[config.mk]
export PLATFORM = sky130hd
export DESIGN_NAME = midpoint_circle_generator_flat
export DESIGN_NICKNAME = d
export VERILOG_FILES = /design/src/rtl/core/mpc_pkg.sv /design/src/rtl/core/mpc_if.sv /design/src/rtl/core/mpc_front.sv /design/src/rtl/core/mpc_queue.sv /design/src/rtl/core/mpc_back.sv /design/src/rtl/core/midpoint_circle_generator.sv /design/src/flat_wrapper.sv
export SDC_FILE = /design/constraint.sdc
export NUM_CORES = 1
export LEC_CHECK = 0
export BUFFER_PORTS_ARGS = -buffer_cell sky130_fd_sc_hd__buf_2
export CELL_PAD_IN_SITES_DETAIL_PLACEMENT = 0
export CELL_PAD_IN_SITES_GLOBAL_PLACEMENT = 2
export CORE_MARGIN = 3
export CORE_UTILIZATION = 40
export DETAILED_ROUTE_END_ITERATION = 6
export PLACE_DENSITY_LB_ADDON = 0.1
export SLEW_MARGIN = 40
export SYNTH_ARGS = -nofsm -noshare
export SYNTH_HDL_FRONTEND = slang
export SYNTH_SLANG_ARGS = --single-unit
[constraint.sdc]
create_clock -name clock -period 4.3 [get_ports clock]
set_input_delay 0.86 -clock clock [delete_from_list [all_inputs] [get_ports clock]]
set_output_delay 0.86 -clock clock [all_outputs]
set_load 0.05 [all_outputs]
[src/rtl/core/mpc_pkg.sv]
// Shared types and constants for the midpoint circle generator.
// No dependencies; every other file of the block uses this package.
package mpc_pkg;

   localparam int COORD_BITS  = 10;
   localparam int PIX_BITS    = COORD_BITS + 2;
   localparam int SX_BITS     = COORD_BITS + 1;
   localparam int MODE_BITS   = 8;
   localparam int CNT_BITS    = 3;
   localparam int QUEUE_DEPTH = 4;
   localparam int QPTR_BITS   = $clog2(QUEUE_DEPTH);
   localparam int QCNT_BITS   = $clog2(QUEUE_DEPTH + 1);

   localparam logic OP_START = 1'b0;
   localparam logic OP_STEP  = 1'b1;

   localparam logic [CNT_BITS-1:0] LAST_START_PIX = CNT_BITS'(3);
   localparam logic [CNT_BITS-1:0] LAST_STEP_PIX  = CNT_BITS'(7);

   typedef struct packed {
      logic                  is_step;
      logic [COORD_BITS-1:0] cx;
      logic [COORD_BITS-1:0] cy;
      logic [MODE_BITS-1:0]  mode;
      logic [COORD_BITS-1:0] x;
      logic [COORD_BITS-1:0] y;
      logic                  fin;
   } job_type;

endpackage

[src/rtl/core/mpc_if.sv]
// Valid/ready channel interfaces for request items and pixel beats.
// Depends on mpc_pkg.
interface mpc_req_if;
   logic                          valid;
   logic                          ready;
   logic                          op;
   logic [mpc_pkg::COORD_BITS-1:0] center_x;
   logic [mpc_pkg::COORD_BITS-1:0] center_y;
   logic [mpc_pkg::COORD_BITS-1:0] radius_in;
   logic [mpc_pkg::MODE_BITS-1:0]  draw_mode;

   modport source (output valid, op, center_x, center_y, radius_in, draw_mode, input ready);
   modport sink   (input valid, op, center_x, center_y, radius_in, draw_mode, output ready);
endinterface

interface mpc_rsp_if;
   logic                                valid;
   logic                                ready;
   logic signed [mpc_pkg::PIX_BITS-1:0] pixel_x;
   logic signed [mpc_pkg::PIX_BITS-1:0] pixel_y;
   logic [mpc_pkg::MODE_BITS-1:0]       pixel_mode;
   logic                                last;
   logic                                done_res;

   modport source (output valid, pixel_x, pixel_y, pixel_mode, last, done_res, input ready);
   modport sink   (input valid, pixel_x, pixel_y, pixel_mode, last, done_res, output ready);
endinterface

[src/rtl/core/mpc_front.sv]
// Front end: accepts request beats, runs the octant error update and
// pushes one pixel job per productive item. Depends on mpc_pkg, mpc_if.
module mpc_front (
   input  logic               clock,
   input  logic               reset,
   mpc_req_if.sink            req,
   input  logic               queue_full,
   output logic               push,
   output mpc_pkg::job_type   push_job
);

   logic [mpc_pkg::COORD_BITS-1:0] cx_ff, cx_in;
   logic [mpc_pkg::COORD_BITS-1:0] cy_ff, cy_in;
   logic [mpc_pkg::MODE_BITS-1:0]  mode_ff, mode_in;
   logic [mpc_pkg::COORD_BITS-1:0] off_x_ff, off_x_in;
   logic [mpc_pkg::COORD_BITS-1:0] off_y_ff, off_y_in;
   logic [mpc_pkg::PIX_BITS-1:0]   err_ff, err_in;
   logic [mpc_pkg::SX_BITS-1:0]    step_x_ff, step_x_in;
   logic [mpc_pkg::PIX_BITS-1:0]   step_y_ff, step_y_in;
   logic                           active_ff, active_in;

   logic                           accept;
   logic                           is_start;
   logic                           err_nonneg;
   logic [mpc_pkg::COORD_BITS-1:0] off_y_mid;
   logic [mpc_pkg::PIX_BITS-1:0]   step_y_mid;
   logic [mpc_pkg::PIX_BITS-1:0]   err_mid;
   logic [mpc_pkg::COORD_BITS-1:0] off_x_nxt;
   logic [mpc_pkg::SX_BITS-1:0]    step_x_nxt;
   logic [mpc_pkg::PIX_BITS-1:0]   err_nxt;
   logic                           fin_step;
   logic                           fin_start;

   assign req.ready = !queue_full;
   assign accept    = req.valid && req.ready;
   assign is_start  = (req.op == mpc_pkg::OP_START);

   // one octant step
   always_comb begin
      err_nonneg = !err_ff[mpc_pkg::PIX_BITS-1];
      off_y_mid  = err_nonneg ? off_y_ff - mpc_pkg::COORD_BITS'(1) : off_y_ff;
      step_y_mid = err_nonneg ? step_y_ff + mpc_pkg::PIX_BITS'(2) : step_y_ff;
      err_mid    = err_nonneg ? err_ff + step_y_mid : err_ff;
      off_x_nxt  = off_x_ff + mpc_pkg::COORD_BITS'(1);
      step_x_nxt = step_x_ff + mpc_pkg::SX_BITS'(2);
      err_nxt    = err_mid + mpc_pkg::PIX_BITS'(step_x_nxt);
      fin_step   = (off_x_nxt >= off_y_mid);
      fin_start  = (req.radius_in == '0);
   end

   assign push = accept && (is_start || active_ff);

   always_comb begin
      cx_in     = cx_ff;
      cy_in     = cy_ff;
      mode_in   = mode_ff;
      off_x_in  = off_x_ff;
      off_y_in  = off_y_ff;
      err_in    = err_ff;
      step_x_in = step_x_ff;
      step_y_in = step_y_ff;
      active_in = active_ff;
      if (accept && is_start) begin
         cx_in     = req.center_x;
         cy_in     = req.center_y;
         mode_in   = req.draw_mode;
         off_x_in  = '0;
         off_y_in  = req.radius_in;
         err_in    = mpc_pkg::PIX_BITS'(1) - mpc_pkg::PIX_BITS'(req.radius_in);
         step_x_in = mpc_pkg::SX_BITS'(1);
         step_y_in = '0 - {1'b0, req.radius_in, 1'b0};
         active_in = !fin_start;
      end else if (accept && active_ff) begin
         off_x_in  = off_x_nxt;
         off_y_in  = off_y_mid;
         err_in    = err_nxt;
         step_x_in = step_x_nxt;
         step_y_in = step_y_mid;
         active_in = !fin_step;
      end
   end

   always_comb begin
      push_job.is_step = !is_start;
      push_job.cx      = is_start ? req.center_x  : cx_ff;
      push_job.cy      = is_start ? req.center_y  : cy_ff;
      push_job.mode    = is_start ? req.draw_mode : mode_ff;
      push_job.x       = is_start ? '0            : off_x_nxt;
      push_job.y       = is_start ? req.radius_in : off_y_mid;
      push_job.fin     = is_start ? fin_start     : fin_step;
   end

   always_ff @(posedge clock) begin
      cx_ff     <= cx_in;
      cy_ff     <= cy_in;
      mode_ff   <= mode_in;
      off_x_ff  <= off_x_in;
      off_y_ff  <= off_y_in;
      err_ff    <= err_in;
      step_x_ff <= step_x_in;
      step_y_ff <= step_y_in;
      if (reset) begin
         active_ff <= 1'b0;
      end else begin
         active_ff <= active_in;
      end
   end

endmodule

[src/rtl/core/mpc_queue.sv]
// Small job queue between front end and pixel back end.
// Depends on mpc_pkg.
module mpc_queue (
   input  logic             clock,
   input  logic             reset,
   input  logic             push,
   input  mpc_pkg::job_type push_job,
   input  logic             pop,
   output logic             full,
   output logic             head_valid,
   output mpc_pkg::job_type head_job
);

   mpc_pkg::job_type mem_ff [mpc_pkg::QUEUE_DEPTH];

   logic [mpc_pkg::QPTR_BITS-1:0] wr_ptr_ff, wr_ptr_in;
   logic [mpc_pkg::QPTR_BITS-1:0] rd_ptr_ff, rd_ptr_in;
   logic [mpc_pkg::QCNT_BITS-1:0] count_ff, count_in;

   assign full       = (count_ff == mpc_pkg::QCNT_BITS'(mpc_pkg::QUEUE_DEPTH));
   assign head_valid = (count_ff != '0);
   assign head_job   = mem_ff[rd_ptr_ff];

   always_comb begin
      wr_ptr_in = push ? wr_ptr_ff + mpc_pkg::QPTR_BITS'(1) : wr_ptr_ff;
      rd_ptr_in = pop  ? rd_ptr_ff + mpc_pkg::QPTR_BITS'(1) : rd_ptr_ff;
      count_in  = count_ff;
      if (push && !pop) begin
         count_in = count_ff + mpc_pkg::QCNT_BITS'(1);
      end else if (!push && pop) begin
         count_in = count_ff - mpc_pkg::QCNT_BITS'(1);
      end
   end

   always_ff @(posedge clock) begin
      if (push) begin
         mem_ff[wr_ptr_ff] <= push_job;
      end
   end

   always_ff @(posedge clock) begin
      if (reset) begin
         wr_ptr_ff <= '0;
         rd_ptr_ff <= '0;
         count_ff  <= '0;
      end else begin
         wr_ptr_ff <= wr_ptr_in;
         rd_ptr_ff <= rd_ptr_in;
         count_ff  <= count_in;
      end
   end

endmodule

[src/rtl/core/mpc_back.sv]
// Back end: walks the symmetric pixels of the head job into the output
// register, one beat per cycle unless stalled. Depends on mpc_pkg, mpc_if.
module mpc_back (
   input  logic             clock,
   input  logic             reset,
   input  logic             job_valid,
   input  mpc_pkg::job_type job,
   output logic             pop,
   mpc_rsp_if.source        rsp
);

   logic [mpc_pkg::CNT_BITS-1:0]   cnt_ff, cnt_in;
   logic                           rsp_valid_ff, rsp_valid_in;
   logic [mpc_pkg::PIX_BITS-1:0]   px_ff, px_in;
   logic [mpc_pkg::PIX_BITS-1:0]   py_ff, py_in;
   logic [mpc_pkg::MODE_BITS-1:0]  mode_ff;
   logic                           last_ff;
   logic                           done_ff;

   logic                           load;
   logic                           last_pix;
   logic [mpc_pkg::CNT_BITS-1:0]   sel;
   logic [mpc_pkg::COORD_BITS-1:0] mag_x;
   logic [mpc_pkg::COORD_BITS-1:0] mag_y;
   logic [mpc_pkg::PIX_BITS-1:0]   dx;
   logic [mpc_pkg::PIX_BITS-1:0]   dy;

   assign load     = job_valid && (!rsp_valid_ff || rsp.ready);
   assign last_pix = (cnt_ff == (job.is_step ? mpc_pkg::LAST_STEP_PIX
                                             : mpc_pkg::LAST_START_PIX));
   assign pop      = load && last_pix;

   // start beats map onto step slots 0, 2, 4, 5 with x = 0, y = r
   always_comb begin
      if (job.is_step) begin
         sel = cnt_ff;
      end else begin
         sel = {cnt_ff[1], cnt_ff[0] & !cnt_ff[1], cnt_ff[0] & cnt_ff[1]};
      end
      mag_x = sel[2] ? job.y : job.x;
      mag_y = sel[2] ? job.x : job.y;
      dx    = sel[0] ? '0 - mpc_pkg::PIX_BITS'(mag_x) : mpc_pkg::PIX_BITS'(mag_x);
      dy    = sel[1] ? '0 - mpc_pkg::PIX_BITS'(mag_y) : mpc_pkg::PIX_BITS'(mag_y);
      px_in = mpc_pkg::PIX_BITS'(job.cx) + dx;
      py_in = mpc_pkg::PIX_BITS'(job.cy) + dy;
   end

   always_comb begin
      cnt_in = cnt_ff;
      if (pop) begin
         cnt_in = '0;
      end else if (load) begin
         cnt_in = cnt_ff + mpc_pkg::CNT_BITS'(1);
      end
      rsp_valid_in = load || (rsp_valid_ff && !rsp.ready);
   end

   always_ff @(posedge clock) begin
      if (load) begin
         px_ff   <= px_in;
         py_ff   <= py_in;
         mode_ff <= job.mode;
         last_ff <= last_pix;
         done_ff <= last_pix && job.fin;
      end
   end

   always_ff @(posedge clock) begin
      if (reset) begin
         cnt_ff       <= '0;
         rsp_valid_ff <= 1'b0;
      end else begin
         cnt_ff       <= cnt_in;
         rsp_valid_ff <= rsp_valid_in;
      end
   end

   assign rsp.valid      = rsp_valid_ff;
   assign rsp.pixel_x    = px_ff;
   assign rsp.pixel_y    = py_ff;
   assign rsp.pixel_mode = mode_ff;
   assign rsp.last       = last_ff;
   assign rsp.done_res   = done_ff;

   a_start_cnt_range: assert property (@(posedge clock) disable iff (reset)
      (job_valid && !job.is_step) |-> (cnt_ff <= mpc_pkg::LAST_START_PIX))
      else $error("start job beat index out of range");

   a_pop_clears_cnt: assert property (@(posedge clock) disable iff (reset)
      pop |=> (cnt_ff == '0))
      else $error("beat index not cleared after job completes");

   a_done_on_last: assert property (@(posedge clock) disable iff (reset)
      (rsp_valid_ff && done_ff) |-> last_ff)
      else $error("done flagged on a beat that is not last");

   a_load_sets_valid: assert property (@(posedge clock) disable iff (reset)
      load |=> rsp_valid_ff)
      else $error("loaded beat not presented");

endmodule

[src/rtl/core/midpoint_circle_generator.sv]
// Midpoint circle generator, top level: front end, job queue, pixel back end.
// Depends on mpc_pkg, mpc_if, mpc_front, mpc_queue, mpc_back.
//
// A start beat (op 0) latches center, radius and draw mode and yields four
// axis pixels; each step beat (op 1) advances the octant by one and yields
// eight symmetric pixels, the last flagged with last, and done_res set once
// the octant closes. A step while idle yields nothing. Pixels leave one per
// cycle while the pixel consumer is ready, from a registered output stage; that
// single pixel port sets the sustained rate. The front end updates the error
// term in the cycle it takes a beat and hands a job to a four-entry queue, so
// requests are taken back to back until the queue fills. A request's first pixel,
// with the queue empty, goes through the queue and then the output register.
module midpoint_circle_generator (
   input  logic       clock,
   input  logic       reset,
   mpc_req_if.sink    req_bus,
   mpc_rsp_if.source  rsp_bus
);

   logic             push;
   logic             pop;
   logic             queue_full;
   logic             head_valid;
   mpc_pkg::job_type push_job;
   mpc_pkg::job_type head_job;

   mpc_front u_front (
      .clock      (clock),
      .reset      (reset),
      .req        (req_bus),
      .queue_full (queue_full),
      .push       (push),
      .push_job   (push_job)
   );

   mpc_queue u_queue (
      .clock      (clock),
      .reset      (reset),
      .push       (push),
      .push_job   (push_job),
      .pop        (pop),
      .full       (queue_full),
      .head_valid (head_valid),
      .head_job   (head_job)
   );

   mpc_back u_back (
      .clock     (clock),
      .reset     (reset),
      .job_valid (head_valid),
      .job       (head_job),
      .pop       (pop),
      .rsp       (rsp_bus)
   );

endmodule

[src/flat_wrapper.sv]
// flat-port wrapper written by rule: the top's interface ports become plain ports
module midpoint_circle_generator_flat 
  (clock, reset, req_bus_valid, req_bus_op, req_bus_center_x, req_bus_center_y, req_bus_radius_in, req_bus_draw_mode, req_bus_ready, rsp_bus_valid, rsp_bus_pixel_x, rsp_bus_pixel_y, rsp_bus_pixel_mode, rsp_bus_last, rsp_bus_done_res, rsp_bus_ready);
  mpc_req_if req_bus_i ();
  mpc_rsp_if rsp_bus_i ();
  input  logic clock;
  input  logic reset;
  input wire logic [$bits(req_bus_i.valid)-1:0] req_bus_valid;
  input wire logic [$bits(req_bus_i.op)-1:0] req_bus_op;
  input wire logic [$bits(req_bus_i.center_x)-1:0] req_bus_center_x;
  input wire logic [$bits(req_bus_i.center_y)-1:0] req_bus_center_y;
  input wire logic [$bits(req_bus_i.radius_in)-1:0] req_bus_radius_in;
  input wire logic [$bits(req_bus_i.draw_mode)-1:0] req_bus_draw_mode;
  output wire logic [$bits(req_bus_i.ready)-1:0] req_bus_ready;
  output wire logic [$bits(rsp_bus_i.valid)-1:0] rsp_bus_valid;
  output wire logic [$bits(rsp_bus_i.pixel_x)-1:0] rsp_bus_pixel_x;
  output wire logic [$bits(rsp_bus_i.pixel_y)-1:0] rsp_bus_pixel_y;
  output wire logic [$bits(rsp_bus_i.pixel_mode)-1:0] rsp_bus_pixel_mode;
  output wire logic [$bits(rsp_bus_i.last)-1:0] rsp_bus_last;
  output wire logic [$bits(rsp_bus_i.done_res)-1:0] rsp_bus_done_res;
  input wire logic [$bits(rsp_bus_i.ready)-1:0] rsp_bus_ready;
  assign req_bus_i.valid = req_bus_valid;
  assign req_bus_i.op = req_bus_op;
  assign req_bus_i.center_x = req_bus_center_x;
  assign req_bus_i.center_y = req_bus_center_y;
  assign req_bus_i.radius_in = req_bus_radius_in;
  assign req_bus_i.draw_mode = req_bus_draw_mode;
  assign req_bus_ready = req_bus_i.ready;
  assign rsp_bus_valid = rsp_bus_i.valid;
  assign rsp_bus_pixel_x = rsp_bus_i.pixel_x;
  assign rsp_bus_pixel_y = rsp_bus_i.pixel_y;
  assign rsp_bus_pixel_mode = rsp_bus_i.pixel_mode;
  assign rsp_bus_last = rsp_bus_i.last;
  assign rsp_bus_done_res = rsp_bus_i.done_res;
  assign rsp_bus_i.ready = rsp_bus_ready;
  midpoint_circle_generator u_core (.clock(clock), .reset(reset), .req_bus(req_bus_i), .rsp_bus(rsp_bus_i));
endmodule
After elaboration in Yosys (flattened, before gate mapping) --
Memories as Yosys holds them, arrays and structs flattened. A register that Yosys moved wholly into a read port is not among the register bits. Index checks and enable logic that the tools add are counted.
Storage, ports and cells: bits in read-only memories 0, memories 1, RAM bits 200, input bits 43, output and inout bits 36, bits in latches 0, register bits 129, word-level logic and storage cells 98
Memories:
- u_core.u_queue.mem_ff | words 4, width 50, rd ports 1, clocked after Yosys merged registers in 1, write ports 1, RTL line mpc_queue.sv:14 | mpc_pkg::job_type mem_ff [mpc_pkg::QUEUE_DEPTH];
Operators by class: equality and inequality tests 2, muxes and demuxes 29, $lt $le $gt $ge 1, reduce and logical (&&, ||, !) cells 26, multiply operators 0, shift operators 0, add/subtract/negate cells 17, div/mod/pow operators 0, bitwise operators 3
Operator list (count):
- $mux W12 | 8
- $mux W10 | 9
- $sub A1 B10 Y11 const A | 3
- $add A10 B12 Y12 | 2
- $add A12 B11 Y12 | 1
- $add A12 B12 Y12 | 1
- $add A12 B2 Y12 const B | 1
- $mux W3 | 4
- $sub A1 B11 Y12 const A | 1
- $add A11 B2 Y11 const B | 1
- $add A10 B1 Y10 const B | 1
- $ge A10 B10 Y1 | 1
- $logic_and A1 B1 Y1 | 10
- $logic_not A10 Y1 | 1
- $sub A10 B1 Y10 const B | 1
- $logic_not A1 Y1 | 8
- $mux W8 | 1
- $add A3 B1 Y3 const B | 2
- $mux W1 | 5
- $add A2 B1 Y2 const B | 2
- $mux W2 | 2
- $reduce_bool A2 Y1 | 2
- $eq A3 B3 Y1 | 1
- $eq A3 B3 Y1 const B | 1
- other kinds (6) | 9

Logic depth before layout (Yosys ltp) --
Gate-level depths: netlist of the first run.
word-level depth 8, mapped depth 20, depth with buffers taken out 17

By module --
From an unflattened synthesis of the first run, not the netlist that was laid out.
Unflattened totals: cell total of the unflattened synthesis 1126, area, all modules 15900.2 sq um
Modules (own cells, without submodules):
- mpc_queue | times used 1, cells each 306, sequential area each 6185.9 sq um, area each 7702.4 sq um
- mpc_front | times used 1, cells each 565, sequential area each 2252.2 sq um, area each 5432.7 sq um
- mpc_back | times used 1, cells each 255, sequential area each 1101.1 sq um, area each 2765.2 sq um

Worst setup path before layout of the first run --
Ideal clock, no wire load.
kind reg2reg, start reg (tool-made name), end reg u_core.u_back.py_ff, in the netlist u_core.u_back.rsp.pixel_y[10] (data pin), buffers on the path 4, arrival time 4.121 ns, slack -0.080 ns, stages on the path, launching flop included 21, cells stage by stage dfxtp_1 -> buf_6 -> mux4_2 -> buf_6 -> mux2_4 -> clkbuf_1 -> buf_2 -> nand2_1 -> nand2_1 -> inv_1 -> ha_1 -> nor2_1 -> a21oi_1 -> fa_1 -> a21o_1 -> a21oi_1 -> nor2b_1 -> o21a_1 -> o41ai_1 -> o21ai_0 -> xnor2_1
RTL lines:
- to (signal assigned) | RTL line mpc_back.sv:61 | py_ff <= py_in;
- to (decl) | RTL line mpc_back.sv:15 | logic [mpc_pkg::PIX_BITS-1:0] py_ff, py_in;

==> impl_results.md, run 1 <==
- Die H: ~200 µm
- Mapped Avg Cell Area: about 14 µm²
- DPL Wire Length: approximately 25 mm
- Dpl ws: roughly 0.19 ns
- Syn_nets: roughly 1300
- GRT overflow: 0
- Via density: 5.22
- Worst Setup Slack, final: 0.281 ns
- Synth cell types: about 60
- Layout cells sized above 1: 0.209
- Synthesized instance count: approximately 1200
- CTS max path bufs: 3
- Routed len/inst: 20.2 µm
- Multi-input gate area: 6040 µm²
- Via count: between 9000 and 10000
- CTS buffer count: 37
- Setup tns final: 0 ns
- Fin. max-slew vios: 0
- Power Dens Cells: ~520 nW/µm²
- H-tree depth: 2
- PostCTS Resize Cnt: 0
- First-pass GRT wire length: 56.6 mm
- Status: finished clean
- R2R setup slack: 0.28 ns
- Hold Crit Start: u_core.u_back.rsp.valid
- Dominant synthesized flop cell: edfxtp_1
- Worst slew pin tran: between 0.7 and 0.8 ns
- Layout Area Growth over Synthesis: 15.1%
- Mapped cell area: approximately 16000 µm²
- PortBufs: between 70 and 80
- Critical Path AT: 4.33 ns
- CP max FO: 6
- Vias in the first global route: just under 10000
- Final setup fails: 0
- Critical path type: register to register
- HP Class: register to register
- Initial antenna violation count: 0
- Peak VDD IR: ~0.28 mV
- Critical Path RT: around 4.6 ns
- Sequential share of the synthesized area: 0.601
- Gpl congestion: ~0.78
- Routed WL: ~36 mm
- Worst skew pair latency: between 0.5 and 0.6 ns
- Critical Path Start Type: register
- Final hold vios: 0
- RR Endpoint: u_core.u_back.rsp.pixel_y[10]
- Slew HR: 0.507
- Ys Warns: 0
- MaxCap Viol Count: 0
- Clk slew on worst S/H paths: 0.06 ns
- Filler cell count: about 3500
- RSZ-0062 raised after global routing: false
- End of the worst hold path: u_core.u_back.rsp.valid
- Non-filler instance count after layout: approximately 1800
- IO Count: slightly below 80
- Leak: ~6.6 nW
- Post-CTS Setup Inserts: 0
- CTS tree: built
- Post-synthesis register bit count: 329
- Nets: about 1400
- TritonRoute pass-1 iters: 4
- Storage cell area: about 9500 µm²
- Max Clk Rate: 0.249 GHz
- 1st-iter DRT viols: 473
- Total Routing Usage GR: 0.177
- EDFF count, synth: 295
- CTS sink count: 329
- DRT antenna net count: 0
- WHS: between 0.4 and 0.5 ns
- Hold path depth: 2
- Critical path endpoint category: register
- DRC violations left: 0
- Tmin final: roughly 4 ns
- Worst Skew: 0.0195 ns
- Period utilization: 0.935
- Worst Reg2Reg Path Length in Cells: 14
- Placeable Area: between 30000 and 40000 µm²
- Inst Count DP: between 1500 and 2000
- Root buf cell: clkbuf_16
- Rows: just over 70
- DIE WIDTH: between 200 and 250 µm
- Die area: 42100 µm²
- Asr flop ratio synth: 0
- Largest net degree at the start of global routing: between 60 and 70
- Power Total: between 9 and 10 mW
- CTS Hold Bufs: 0
- Starting Density: 0.408
- Diode count: 0
metrics by stage:
stage / utilization / area, µm²
2_1_floorplan: - / 15900
3_3_place_gp: 0.437 / 17000
3_5_place_dp: 0.437 / 17000
4_1_cts: 0.468 / 18200
5_1_grt: 0.470 / 18300
6_report: 0.470 / 18300
report_power, final:
part | switching, mW | total, mW | internal [mW]
clock | 1.33 | 3.18 | 1.85
combinational | 1.55 | 2.36 | 0.808
sequential | 0.118 | 4.04 | 3.92
state kept, by name (all words and copies together) (netlist names), 10 cells and up, named ones only:
name / cells
u_core.u_front.off_y_ff: 10
u_core.u_front.cy_ff: 10
u_core.u_front.cx_ff: 10
u_core.u_back.rsp.pixel_x: 12
u_core.u_front.step_y_ff: 11
u_core.u_queue.mem_ff: 200
u_core.u_front.step_x_ff: 10
u_core.u_front.off_x_ff: 10
u_core.u_back.rsp.pixel_y: 12
u_core.u_front.err_ff: 12
layout by cell type (no fill, tap or decap), types with 35 or more instances in the layout:
cell	count
edfxtp_1	295
a21oi_1	71
xnor2_1	59
nand2_1	75
xor2_1	44
clkbuf_16	38
buf_2	78
mux4_2	50
nor2_1	83
o21ai_0	47
inv_1	35
ha_1	65
area by class of cell:
cell class | count | share of cell area
multi-input cells | 745 | 0.330
flip-flops and latches | 329 | 0.522
repair buffers | 112 | 0.0367
clock buffers | 44 | 0.0538
inverters | 37 | 0.00760
clock inverters | 24 | 0.0140
well taps | 518 | 0.0355
logic make-up (layout without fill, tap and decap cells):
family,count (synthesis),count (layout),share of synthesized area
and+or+nand+nor,278,278,0.0823
DFF,329,329,0.601
xor gates and xnor gates,103,103,0.0568
AOI/OAI and AO/OA,188,188,0.0723
buffers and inverters,84,217,0.0214
muxes,106,106,0.109
adders and majority gates,70,70,0.0575
critical path: stages, from the launching register on:
cell and delay, ns:
dfxtp_4 0.37, mux4_2 0.63, mux2i_4 0.25, buf_4 0.18, or3_1 0.41, or3_1 0.38, a21boi_1 0.24, nor2_1 0.08
xnor2_1 0.34, ha_1 0.31, nor2_1 0.07, nor2_1 0.14, o41ai_2 0.10, o21ai_0 0.20, xnor2_1 0.09
cell usage after synthesis, types with 34 or more instances:
master / count / area (µm²)
edfxtp_1: 295 / 8860
nor2_1: 83 / 312
nand2_1: 75 / 282
a21oi_1: 72 / 360
ha_1: 65 / 813
xnor2_1: 59 / 517
mux4_2: 50 / 1130
o21ai_0: 47 / 235
xor2_1: 44 / 385
inv_1: 37 / 139
clkbuf_1: 34 / 128
dfxtp_1: 34 / 681
worst max-delay path by stage:
stage,start,endpoint,depth (start not counted)
CTS,register,u_core.u_back.rsp.pixel_x[10],14
global placement,register,u_core.u_back.rsp.pixel_x[10],14
global route,register,u_core.u_back.rsp.pixel_x[10],14
detailed placement,register,u_core.u_back.rsp.pixel_x[10],14
floorplan,register,u_core.u_back.rsp.pixel_x[10],16
finish,register,u_core.u_back.rsp.pixel_y[10],14
layer usage:
layer	wire [µm]	vias up	GRT usage
li1	-	4553	-
met1	16600	4663	0.240
met2	17700	156	0.295
met3	1110	64	0.0240
met4	1040	0	0.0608
met5	0	-	0
Note: power is estimated with default switching activity, not from simulation.
==> inputs of run 2 (changes only) <==
--- a/config.mk
+++ b/config.mk
@@ -11,7 +11,7 @@
 export CORE_MARGIN = 3
 export CORE_UTILIZATION = 40
 export DETAILED_ROUTE_END_ITERATION = 6
-export PLACE_DENSITY_LB_ADDON = 0.1
+export PLACE_DENSITY = 0.87
 export SLEW_MARGIN = 40
 export SYNTH_ARGS = -nofsm -noshare
 export SYNTH_HDL_FRONTEND = slang
==> impl_results.md, run 2 (synthesized netlist as in run 1, its figures left out) <==
- Status: finished clean
- Worst skew pair latency: 0.55 ns (about the same)
- Post-CTS Setup Inserts: 0 (unchanged)
- DPL Wire Length: 23.9 mm (-5.8%)
- Die area: 42100 µm² (unchanged)
- Critical Path Start Type: register
- Peak VDD IR: 0.236 mV (-17%)
- Worst Skew: 0.0245 ns (+0.00501 ns)
- Die H: 205 µm (unchanged)
- MaxCap Viol Count: 0 (unchanged)
- Top reg by flops: u_core.u_queue.mem_ff
- Max Clk Rate: 0.247 GHz (-0.73%)
- Final setup fails: 0 (unchanged)
- Via count: 9459 (+0.24%)
- Filler cell count: 3487 (-0.57%)
- Critical path endpoint category: register
- PortBufs: 78 (unchanged)
- Root buf cell: clkbuf_16
- Clk slew on worst S/H paths: 0.06 ns (about the same)
- Commonest cells after routing, fill and taps aside: 295 x edfxtp_1, 83 x nor2_1, 78 x buf_2, 75 x nand2_1, 72 x a21oi_1
- CTS buffer count: 37 (unchanged)
- Gpl congestion: 0.831 (+6.6%)
- IO Count: 79 (unchanged)
- Power Total: 9.55 mW (-0.26%)
- Rows: 72 (unchanged)
- Area after DPL: 17000 µm² (-0.24%)
- CTS sink count: 329 (unchanged)
- Largest register FFs: 200 (unchanged)
- Starting Density: 0.408 (unchanged)
- 1st-iter DRT viols: 530 (+12%)
- DRC violations left: 0 (unchanged)
- Vias in the first global route: 9502 (-1.8%)
- Post-Route Utilization: 0.468 (-0.00154)
- Initial antenna violation count: 1 (+1)
- Slew HR: 0.469 (-0.0376)
- CTS tree: built
- Layout Area Growth over Synthesis: 14.7%
- Power Dens Cells: 524 nW/µm² (about the same)
- Placeable Area: 38900 µm² (unchanged)
- Period utilization: 0.942 (+0.00688)
- Largest net degree at the start of global routing: 67 (+9.8%)
- RSZ-0062 raised after global routing: false
- Via density: 5.25 (+0.63%)
- Dpl ws: 0.108 ns (-0.0826 ns)
- Critical path type: register to register
- Routed WL: 35.0 mm (-4.1%)
- H-tree depth: 2 (unchanged)
- Nets: 1369 (-0.44%)
- Tmin final: 4.05 ns (+0.0296 ns)
- Worst slew pin tran: 0.796 ns (+0.0564 ns)
- CP max FO: 7 (+1)
- Critical Path RT: 4.58 ns (-0.03 ns)
- Layout cells sized above 1: 0.203 (-0.00649)
- Total Routing Usage GR: 0.168 (-0.00927)
- DRT antenna net count: 0 (unchanged)
- DIE WIDTH: 205 µm (unchanged)
- CTS Hold Bufs: 0 (unchanged)
- Critical Path AT: 4.33 ns (about the same)
- TritonRoute pass-1 iters: 5 (+1)
- GRT overflow: 0 (unchanged)
- Fin. max-slew vios: 0 (unchanged)
- Finished layout cell area: 18200 µm² (-0.33%)
- Worst Setup Slack, final: 0.251 ns (-0.0296 ns)
- Commonest non-fill, non-tap cell in the layout: edfxtp_1
- Final hold vios: 0 (unchanged)
- First-pass GRT wire length: 54.7 mm (-3.4%)
- Leak: 6.62 nW (-0.24%)
- Routed len/inst: 19.4 µm (-3.7%)
- Setup tns final: 0 ns (unchanged)
- HP Class: register to register
- CTS max path bufs: 3 (unchanged)
## run 2: cell count changes in the layout (fill, tap and decap cells not counted), sizes merged
cell	before	now
buf	112	106
diode	0	1
clkinv	17	10
bufinv	3	5
clkbuf	44	47
clkinvlp	4	1
inv	37	40
## run 2: metrics by stage
| stage | hold WS (ns) | cells |
|---|---|---|
| after global placement | 0.458 | 1735 |
| after detailed placement | 0.470 | 1735 |
| after global routing | 0.492 | 1802 |
| final | 0.472 | 1802 |
| after CTS | 0.478 | 1801 |
| after floorplan | 0.445 | 1158 |
## run 2: where the power goes
part	total, mW	switching, mW	internal (mW)
sequential	4.04	0.114	3.92
combinational	2.30	1.51	0.790
clock	3.22	1.29	1.93
total	9.55	2.91	6.64
## run 2: what timing repair did
| item | 4_1_cts | 5_1_grt |
|---|---|---|
| gates resized for setup | 0 | 2 |
| hold endpoints to repair | 0 | 0 |
| endpoints found under the setup margin | 0 | 2 |
## run 2: path summary, 6_finish.rpt
check,start,end,slack (ns),cells past startpoint
worst max register to register,register,u_core.u_back.rsp.pixel_x[10],0.25,14
worst max-delay path,register,u_core.u_back.rsp.pixel_x[10],0.25,14
worst min register to register,u_core.u_back.rsp.valid,u_core.u_back.rsp.valid,0.47,2
worst min-delay path,u_core.u_back.rsp.valid,u_core.u_back.rsp.valid,0.47,2
## run 2: cell type report
type | count | area, µm² | area share
Clock inverter | 19 | 277 | 0.0152
Antenna cell | 1 | 2.50 | 0.000137
Timing Repair Buffer | 106 | 613 | 0.0337
Multi-Input combinational cell | 745 | 6020 | 0.330
Tap cell | 518 | 648 | 0.0356
Sequential cell | 329 | 9540 | 0.524
Clock buffer | 47 | 973 | 0.0534
Inverter | 37 | 139 | 0.00762
## run 2: critical path: stages, from the launching register on
cell and delay (ns):
dfxtp_4 0.36, mux4_2 0.61, mux2_4 0.39, mux2i_1 0.22, ha_1 0.27, nor2_1 0.10, a21oi_1 0.08, fa_1 0.44
a21o_1 0.17, a21oi_1 0.20, nor2b_1 0.07, o21a_1 0.18, o41ai_1 0.35, o21ai_0 0.17, xor2_1 0.16
## run 2: routing by layer
metal / vias up / share of wire / track usage
li1: 4550 / - / -
met5: - / 0 / 0
met2: 193 / 0.47 / 0.264
met1: 4671 / 0.46 / 0.239
met3: 45 / 0.050 / 0.0323
met4: 0 / 0.023 / 0.0478
